`src/sv/bdil_pkg.sv`:
```
// ----------------------------------------------------------------------------
// bdil_pkg
// shared types and constants of the binary image dilation core
// ----------------------------------------------------------------------------
package bdil_pkg;

    // register file
    localparam int CFG_W             = 12;
    localparam int CFG_ADDR_W        = 1;
    localparam int DEF_MAX_WIDTH     = 2048;
    localparam int DEF_MAX_HEIGHT    = 2048;
    localparam logic [CFG_W-1:0] RST_IMAGE_WIDTH  = CFG_W'(48);
    localparam logic [CFG_W-1:0] RST_IMAGE_HEIGHT = CFG_W'(48);

    typedef enum logic [CFG_ADDR_W-1:0] {
        REG_IMAGE_WIDTH  = 1'b0,
        REG_IMAGE_HEIGHT = 1'b1
    } t_reg_idx;

    // input item kinds
    localparam logic KIND_PIXEL = 1'b0;
    localparam logic KIND_FLUSH = 1'b1;

    // stream bus data width
    localparam int TDATA_W = 8;

    // result queue
    localparam int OFIFO_DEPTH = 4;
    localparam int OFIFO_PTR_W = $clog2(OFIFO_DEPTH);
    localparam int OFIFO_CNT_W = $clog2(OFIFO_DEPTH + 1);

    typedef struct packed {
        logic frame_end;
        logic pixel_out;
    } t_result;

    // up to two results per cycle; push_b only together with push_a
    typedef struct packed {
        logic    push_a;
        logic    push_b;
        t_result res_a;
        t_result res_b;
    } t_push;

endpackage

```
`src/sv/bdil_out_fifo.sv`:
```
// ----------------------------------------------------------------------------
// bdil_out_fifo
// small result queue that takes up to two results per cycle and hands out one
// ----------------------------------------------------------------------------
module bdil_out_fifo (
    input  logic              i_clk,
    input  logic              i_rst_n,
    input  bdil_pkg::t_push   i_push,
    output logic              o_room,
    output logic              o_valid,
    input  logic              i_ready,
    output bdil_pkg::t_result o_result
);
    import bdil_pkg::*;

    t_result                r_buf [OFIFO_DEPTH];
    logic [OFIFO_PTR_W-1:0] r_rd_ptr;
    logic [OFIFO_PTR_W-1:0] r_wr_ptr;
    logic [OFIFO_CNT_W-1:0] r_cnt;

    logic                   w_pop;
    logic [OFIFO_CNT_W-1:0] w_level;
    logic [OFIFO_CNT_W-1:0] n_cnt;
    logic [OFIFO_PTR_W-1:0] n_wr_ptr;

    assign o_valid  = (r_cnt != '0);
    assign o_result = r_buf[r_rd_ptr];
    assign w_pop    = o_valid & i_ready;

    // room for a full pair after this cycle's pop
    assign w_level = r_cnt - OFIFO_CNT_W'(w_pop);
    assign o_room  = (w_level <= OFIFO_CNT_W'(OFIFO_DEPTH - 2));

    assign n_cnt    = r_cnt + OFIFO_CNT_W'(i_push.push_a) + OFIFO_CNT_W'(i_push.push_b)
                      - OFIFO_CNT_W'(w_pop);
    assign n_wr_ptr = r_wr_ptr + OFIFO_PTR_W'(i_push.push_a) + OFIFO_PTR_W'(i_push.push_b);

    always_ff @(posedge i_clk) begin
        if (!i_rst_n) begin
            r_rd_ptr <= '0;
            r_wr_ptr <= '0;
            r_cnt    <= '0;
        end else begin
            if (w_pop) begin
                r_rd_ptr <= r_rd_ptr + OFIFO_PTR_W'(1);
            end
            r_wr_ptr <= n_wr_ptr;
            r_cnt    <= n_cnt;
        end
    end

    always_ff @(posedge i_clk) begin
        if (i_push.push_a) begin
            r_buf[r_wr_ptr] <= i_push.res_a;
        end
        if (i_push.push_b) begin
            r_buf[OFIFO_PTR_W'(r_wr_ptr + OFIFO_PTR_W'(1))] <= i_push.res_b;
        end
    end

    a_pair_order: assert property (@(posedge i_clk) disable iff (!i_rst_n)
        i_push.push_b |-> i_push.push_a)
        else $error("second result pushed without first");

    a_no_overflow: assert property (@(posedge i_clk) disable iff (!i_rst_n)
        r_cnt <= OFIFO_CNT_W'(OFIFO_DEPTH))
        else $error("result queue overflow");

    a_push_shows: assert property (@(posedge i_clk) disable iff (!i_rst_n)
        i_push.push_a |=> o_valid)
        else $error("pushed result not visible");

endmodule

```
`config.mk`:
```
export PLATFORM = sky130hd
export DESIGN_NAME = bdil_out_fifo
export DESIGN_NICKNAME = d
export VERILOG_FILES = /design/src/sv/bdil_pkg.sv /design/src/sv/bdil_out_fifo.sv
export SDC_FILE = /design/constraint.sdc
export NUM_CORES = 1
export LEC_CHECK = 0
export BUFFER_PORTS_ARGS = -buffer_cell sky130_fd_sc_hd__buf_2
export CORE_MARGIN = 5
export CORE_UTILIZATION = 58
export CTS_CLUSTER_SIZE = 16
export DETAILED_ROUTE_END_ITERATION = 10
export PLACE_DENSITY_LB_ADDON = 0.3
export SLEW_MARGIN = 5
export SYNTH_ARGS = -nofsm -noshare
export SYNTH_HDL_FRONTEND = slang
export SYNTH_SLANG_ARGS = --single-unit
```
`constraint.sdc`:
```
create_clock -name i_clk -period 3.8 [get_ports i_clk]
set_input_delay 0.19 -clock i_clk [delete_from_list [all_inputs] [get_ports i_clk]]
set_output_delay 0.19 -clock i_clk [all_outputs]
set_load 0.02 [all_outputs]
```
==> metrics.md, run 1 <==
| Metric | Value |
|---|---|
| Port Buffer Count | 12 |
| Worst path required time | 3980 ps |
| CP max stage delay | 370 ps |
| Leakage power | 0.418 nW |
| CP cell instances | o31a_1, ha_1, inv_1, fa_1, fa_1, xnor3_1, and2_1 |
| Nets | 101 |
| Via count | 535 |
| Max_cap viols | 0 |
| #FFs+latches synth | 17 |
| Area of the core | 0.00149 mm2 |
| Mapped Avg Cell Area | 12.9 um2 |
| Worst Hold Class | in -> reg |
| Rel. slew slack | 65.7% |
| Syn. warnings | 0 |
| Initial drt markers | 4 |
| TritonRoute pass-1 iters | 2 |
| DP HPWL | 1110 um |
| Fin crit period | 2240 ps |
| Post-route ant nets | 0 |
| Unrepaired setup endpoints after global routing | no |
| Chip height | 49.5 um |
| Top Layer Used | met4 |
| Wirelength per Cell | 13.6 um |
| Post-CTS Resized | 0 |
| Most frequent cells in the layout | buf_2 (12), dfxtp_1 (9), mux2_2 (8), edfxtp_1 (8), inv_1 (6) |
| CTS Sinks | 17 |
| DRC | 0 |
| Skew final | 2.74 ps |
| Largest net degree at the start of global routing | 10 |
| Final Cycle Share | 58.9% |
| Critical path's slowest cell | o31a_1 |
| Initial Util | 60.8% |
| Row count | 14 |
| Die span in x | 49.5 um |
| Worst path arrival time | 2420 ps |
| Via density per instance | 5.30 |
| CTS tree | done |
| Synth Net Count | 85 |
| Met2 routed WL | 657 um |
| Post-CTS Hold Buffers | 0 |
| Gr usage total | 12.9% |
| Top delay family on crit path | adder cells |
| Post-layout total power | 591 uW |
| Critical path class | reg -> reg |
| Fillers | 105 |
| Layout cells sized above 1 | 30.6% |
| Setup tns final | 0 ps |
| Post-synth ARST share | 0% |
| VDD IR-drop max | 0.386 mV |
| Number of synthesized flops with an enable pin | 8 |
| Leading cell type in the layout, fill and taps excluded | buf_2 |
| Worst-path clk slew | 90 ps |
| First-pass GRT wire length | 2480 um |
| GPL Wtd Cong | 0.798 |
| Clk buf depth | 2 |
| Initial antenna violation count | 0 |
| Max Slew Vio Count | 0 |
| Antenna Cells | 0 |
| Total CTS buffers | 3 |
| Worst-skew pair later-pin latency | 280 ps |
| Overflow left after global routing | 0 |
| Ports | 13 |
| Max Freq | 0.447 GHz |
| Main synth FF type | dfxtp_1 |
| Number of global-route vias before repair | 562 |
| WL met3 | 34 um |
| CP Capture Type | register |
| H-tree depth | 1 |
| P per Cell Area | 591 mW/mm2 |
| Maximum fanout along the worst path | 5 |
| Syn Inst Count | 70 |
| Most frequent CP cell | fa_1 |
| Outcome | completed |
| Startpoint types | register |
| Area delta synth->final | 10.5% |
| Die area | 0.00245 mm2 |
| Final hold violations | 0 |
| CTS Root Cell | clkbuf_4 |
| Area taken by multi-input logic gates | 452 um2 |
| Seq. cell area | 420 um2 |
| Met1 WL | 675 um |
| # setup viols final | 0 |
| Final wirelength | 1380 um |
| Unique cell type count in the Yosys netlist | 22 |
| Critical path buffers and inverters | 1 |
| Sequential cell area fraction in the yosys report | 46.4% |
| Mapped Area | 906 um2 |
| Postcts setup bufs | 0 |
| Slew @ Worst Pin | 508 ps |
[Yosys cell counts, types with 3 or more instances]
cell type,count,area (um2)
and2_1,5,31.3
dfxtp_1,9,180
edfxtp_1,8,240
fa_1,3,60.1
ha_1,3,37.5
inv_1,6,22.5
mux2_2,8,90.1
mux2i_1,4,40.0
nand2b_1,3,18.8
nor2_1,4,15.0
[per-stage QoR]
step	area (um2)	worst slack, ps	hold slack [ps]	cells	util [%]
after floorplan	906	1650	312	70	-
after global placement	975	1610	466	97	65.5
after CTS	1000	1560	238	101	67.2
after global routing	1000	1460	238	101	67.2
final	1000	1560	234	101	67.2
after detailed placement	975	1560	482	97	65.5
[metal layers]
layer | track usage, % | up-vias
met1 | 18.1 | 248
li1 | - | 278
met2 | 19.9 | 7
met4 | 3.93 | 0
met3 | 2.71 | 2
met5 | 0 | -
[cell families (layout without fill, tap and decap cells)]
family / after synthesis / count (layout) / synth area share [%]
AND/OR/NAND/NOR: 19 / 19 / 12.3
flip-flops: 17 / 17 / 46.4
multiplexers: 14 / 14 / 19.3
buffers and inverters: 7 / 22 / 3.73
adder cells (fa/ha/maj): 6 / 6 / 10.8
AO/OA/AOI/OAI: 4 / 4 / 3.04
XOR/XNOR: 3 / 3 / 4.42
[cell type report]
type                    count  area share (%)
clock buffers               4            2.63
inverters                   6            2.25
multi-input cells          46            45.1
flip-flops and latches     17            42.0
well taps                  16            2.00
repair buffers             12            6.00
[worst register-to-register path, stage by stage, from the launching register on]
cell and delay (ps):
dfxtp_1 360, o31a_1 370, ha_1 300, inv_1 40, fa_1 370, fa_1 370
xnor3_1 170, and2_1 160
[path summary, 6_finish.rpt]
kind               startpoint        to  slack (ps)  cells after the start
setup / recovery     r_cnt[0]  r_cnt[2]        1560                      7
hold / removal        i_rst_n  r_cnt[1]         230                      2
hold reg to reg   r_rd_ptr[1]  register         490                      2
setup reg to reg     r_cnt[0]  r_cnt[2]        1560                      7
[power breakdown]
part           switching, mW  internal, mW  leakage, nW
sequential            0.0343         0.233        0.149
combinational          0.112         0.118        0.253
clock                 0.0528        0.0407       0.0150
total                  0.199         0.392        0.418
No activity file was read; power rests on OpenSTA's default activity.
==> inputs of run 2 (changes only) <==
- CORE_UTILIZATION: 58 -> 54
- clock period: 3.8 -> 2.3 ns (I/O delays scaled with it)
==> metrics.md, run 2 (synthesis results as in run 1) <==
| Metric | Value |
|---|---|
| Top Layer Used | met4 |
| Clk buf depth | 2 |
| R2r endpoint | r_cnt[2] |
| Switching share of total power | 33.6% |
| Psw | 332 uW |
| Row count | 14 |
| Antenna Cells | 0 |
| Clock Power Share | 15.6% |
| Total CTS buffers | 3 |
| Area of the core | 0.00154 mm2 |
| Hold path startpoint | i_rst_n |
| Critical path's slowest cell | fa_1 |
| Max_cap viols | 0 |
| Int Pwr | 656 uW |
| Post-layout total power | 988 uW |
| Overflow left after global routing | 0 |
| Reg2Reg Setup Slack | 140 ps |
| Layout Cell Area excl Fill | 0.00101 mm2 |
| Worst path required time | 2490 ps |
| GPL Wtd Cong | 0.744 |
| Gr usage total | 13.4% |
| Via count | 565 |
| Ports | 13 |
| Final wirelength | 1450 um |
| VDD IR-drop max | 0.537 mV |
| Nets | 102 |
| Post-CTS Resized | 0 |
| Max Freq | 0.462 GHz |
| Die span in x | 51.0 um |
| Final Cycle Share | 94.0% |
| H-tree depth | 1 |
| Maximum fanout along the worst path | 5 |
| Worst path arrival time | 2350 ps |
| Skew final | 2.99 ps |
| WL met3 | 67 um |
| Met2 routed WL | 691 um |
| DRC | 0 |
| Final Core Density | 65.4% |
| Leakage power | 0.423 nW |
| Worst-path clk slew | 90 ps |
| Rel. slew slack | 74.5% |
| CP max stage delay | 370 ps |
| CTS Sinks | 17 |
| Max Slew Vio Count | 0 |
| CTS tree | done |
| Worst-skew pair later-pin latency | 280 ps |
| Setup tns final | 0 ps |
| Comb power frac | 39.5% |
| Final non-filler cell total | 102 |
| Initial Util | 58.8% |
| Layout cells sized above 1 | 31.4% |
| Leading cell type in the layout, fill and taps excluded | buf_2 |
| Initial antenna violation count | 0 |
| First-pass GRT wire length | 2590 um |
| CP Capture Type | register |
| Most frequent CP cell | fa_1 |
| # setup viols final | 0 |
| R2R depth | 7 |
| CP cell instances | o31a_1, ha_1, inv_1, fa_1, fa_1, xnor3_1, and2_1 |
| Number of global-route vias before repair | 595 |
| Initial drt markers | 10 |
| Slew @ Worst Pin | 377 ps |
| Outcome | completed |
| Cells after DPL | 98 |
| Most frequent cells in the layout | buf_2 (12), dfxtp_1 (9), mux2_2 (8), edfxtp_1 (8), inv_1 (6) |
| P per Cell Area | 980 mW/mm2 |
| Critical path buffers and inverters | 1 |
| TritonRoute pass-1 iters | 4 |
| Crit path from | r_cnt[1] |
| Fin crit period | 2160 ps |
| Post-CTS Hold Buffers | 0 |
| Postcts setup bufs | 0 |
| Placed instance area | 982 um2 |
| Chip height | 51.0 um |
| Worst Hold Class | in -> reg |
| Die area | 0.00260 mm2 |
| Post-route ant nets | 0 |
| Largest net degree at the start of global routing | 10 |
| Via density per instance | 5.54 |
| Startpoint types | register |
| Wirelength per Cell | 14.3 um |
| Critical path class | reg -> reg |
| Port Buffer Count | 12 |
| CTS Root Cell | clkbuf_4 |
| Levels on crit path | 7 |
| Worst R2R Start | r_cnt[1] |
| Unrepaired setup endpoints after global routing | no |
| Setup crit end | r_cnt[2] |
| Reg power frac | 44.9% |
| Final hold violations | 0 |
| DP HPWL | 1210 um |
| Top delay family on crit path | adder cells |
| Area delta synth->final | 11.3% |
| Met1 WL | 672 um |
## run 2: changes by cell type in the layout (fill, tap and decap cells not counted)
cell | before | now
buf_4 | 0 | 1
## run 2: worst register-to-register path: stages, from the launching register on
cell	delay, ps
dfxtp_1	350
o31a_1	320
ha_1	280
inv_1	40
fa_1	370
fa_1	370
xnor3_1	170
and2_1	150
## run 2: routing by layer
metal	vias up	track usage (%)
li1	281	-
met1	268	18.1
met2	14	19.4
met3	2	2.62
met4	0	8.94
met5	-	0
## run 2: layout make-up
type / count / area, um2
fill: 121 / 533
sequential: 17 / 420
multi-input combinational: 46 / 452
tap: 16 / 20.0
timing repair buffer: 13 / 67.6
inverter: 6 / 22.5
clock buffer: 4 / 26.3
## run 2: stage by stage
stage                     hold WS [ps]  setup slack [ps]
after floorplan                    237               150
after global placement             436               192
after detailed placement           446               127
after CTS                          136               124
after global routing               148              64.9
final                              154               137
## run 2: power by group through the flow
stage | clock (mW) | sequential [mW] | combinational, mW
global placement | 0 | 0.447 | 0.380
finish | 0.154 | 0.444 | 0.391
CTS | 0.163 | 0.445 | 0.399
detailed placement | 0 | 0.452 | 0.396
floorplan | 0 | 0.432 | 0.303
global route | 0.179 | 0.456 | 0.438
## run 2: worst min path at each step
stage | slack (ps) | endpoint | cells after the start
2_1_floorplan | 240 | r_cnt[0] | 1
3_3_place_gp | 440 | r_cnt[2] | 2
3_5_place_dp | 450 | r_cnt[1] | 2
4_1_cts | 140 | r_cnt[1] | 2
5_1_grt | 150 | r_cnt[1] | 2
6_report | 150 | r_cnt[1] | 2
==> inputs of run 3 (changes only) <==
- PLACE_DENSITY: default -> 0.85
- PLACE_DENSITY_LB_ADDON: 0.3 -> default
==> metrics.md, run 3 (synthesis results as in run 1) <==
| Metric | Value |
|---|---|
| Outcome | completed |
| Final hold violations | 0 |
| CTS Root Cell | clkbuf_4 |
| DP HPWL | 1190 um |
| First-pass GRT wire length | 2760 um |
| Critical path's slowest cell | fa_1 |
| Layout cells sized above 1 | 34.9% |
| Worst-skew pair later-pin latency | 290 ps |
| Reg2Reg Setup Slack | 120 ps |
| Worst path arrival time | 2380 ps |
| CP cell instances | o31a_1, ha_1, inv_1, fa_1, fa_1, xnor3_1, and2_1 |
| Skew final | 1.16 ps |
| Final non-filler cell total | 102 |
| Max Slew Vio Count | 0 |
| Max_cap viols | 0 |
| Max Freq | 0.459 GHz |
| Fin crit period | 2180 ps |
| Post-route ant nets | 0 |
| Leakage power | 0.426 nW |
| Initial antenna violation count | 0 |
| Worst Hold Class | in -> reg |
| Chip height | 51.0 um |
| Ports | 13 |
| Placed instance area | 982 um2 |
| Setup tns final | 0 ps |
| Postcts setup bufs | 0 |
| Clock Power Share | 16.0% |
| Final Cycle Share | 94.8% |
| Leading cell type in the layout, fill and taps excluded | buf_2 |
| VDD IR-drop max | 0.784 mV |
| Total CTS buffers | 3 |
| Nets | 102 |
| Largest net degree at the start of global routing | 11 |
| Final wirelength | 1500 um |
| H-tree depth | 1 |
| Critical path class | reg -> reg |
| DRC | 0 |
| Rel. slew slack | 69.5% |
| Gr usage total | 14.2% |
| Int Pwr | 656 uW |
| Area delta synth->final | 11.7% |
| Wirelength per Cell | 14.7 um |
| CP max stage delay | 380 ps |
| Clk buf depth | 2 |
| Startpoint types | register |
| Hold WS | 153 ps |
| CTS Sinks | 17 |
| CTS tree | done |
| Slew @ Worst Pin | 452 ps |
| # setup viols final | 0 |
| Row count | 14 |
| Switching share of total power | 34.1% |
| GPL Wtd Cong | 0.804 |
| Via count | 579 |
| Psw | 340 uW |
| Post-layout total power | 996 uW |
| Number of global-route vias before repair | 664 |
| Worst path required time | 2500 ps |
| Area of the core | 0.00154 mm2 |
| P per Cell Area | 984 mW/mm2 |
| Initial drt markers | 8 |
| Post-CTS Hold Buffers | 0 |
| Maximum fanout along the worst path | 5 |
| Via density per instance | 5.68 |
| Worst-path clk slew | 100 ps |
| Most frequent CP cell | fa_1 |
| Cells after DPL | 98 |
| Worst R2R Start | r_cnt[1] |
| Reg power frac | 44.9% |
| Crit path from | r_cnt[1] |
| Unrepaired setup endpoints after global routing | no |
| Antenna Cells | 0 |
| Most frequent cells in the layout | buf_2 (12), mux2_2 (8), edfxtp_1 (8), dfxtp_1 (7), inv_1 (6) |
| TritonRoute pass-1 iters | 4 |
| Die area | 0.00260 mm2 |
| Hold path startpoint | i_rst_n |
| Die span in x | 51.0 um |
| Overflow left after global routing | 0 |
| Comb power frac | 39.1% |
| CP Capture Type | register |
| Port Buffer Count | 12 |
| Initial Util | 58.8% |
| Layout Cell Area excl Fill | 0.00101 mm2 |
-- run 3: area by class of cell --
class | instances | area [um2]
Multi-Input combinational cell | 46 | 452
Inverter | 6 | 22.5
Fill cell | 125 | 529
Timing Repair Buffer | 13 | 67.6
Sequential cell | 17 | 423
Clock buffer | 3 | 22.5
Clock inverter | 1 | 5.00
Tap cell | 16 | 20.0
-- run 3: worst paths after layout --
kind | to | cells past startpoint
worst min-delay path | r_cnt[1] | 2
worst min register to register | r_rd_ptr[1] | 2
worst max-delay path | r_cnt[2] | 7
worst max register to register | r_cnt[2] | 7
-- run 3: power groups by stage --
stage | registers, mW | logic, mW | clock network, mW
after detailed placement | 0.453 | 0.391 | 0
after global placement | 0.446 | 0.379 | 0
after CTS | 0.446 | 0.396 | 0.165
after global routing | 0.458 | 0.443 | 0.180
final | 0.447 | 0.390 | 0.159
after floorplan | 0.432 | 0.303 | 0
-- run 3: per-layer routing --
layer | share of wire (%) | up-vias | global-route usage (%) | wire length, um
met5 | 0 | - | 0 | 0
met4 | 1.3 | 0 | 5.11 | 19
met3 | 5.3 | 2 | 6.10 | 80
met2 | 52 | 13 | 24.6 | 787
met1 | 41 | 284 | 15.4 | 615
li1 | - | 280 | - | -
-- run 3: through the flow --
step	util (%)	setup slack, ps
global route	65.7	15.9
floorplan	-	150
finish	65.7	120
CTS	65.5	85.7
global placement	63.7	192
detailed placement	63.7	88.4
-- run 3: critical path: cells and delay by family, from the launching register on --
family / cells / cell delay, ps
adders and majority gates: 3 / 1050
DFF: 1 / 350
AOI/OAI and AO/OA: 1 / 310
xor gates and xnor gates: 1 / 170
and+or+nand+nor: 1 / 150
buffers and inverters: 1 / 50
-- run 3: timing repair --
item	in CTS	in global routing
resized for setup	0	2
setup endpoints to repair	0	1
endpoints found under the hold margin	0	0
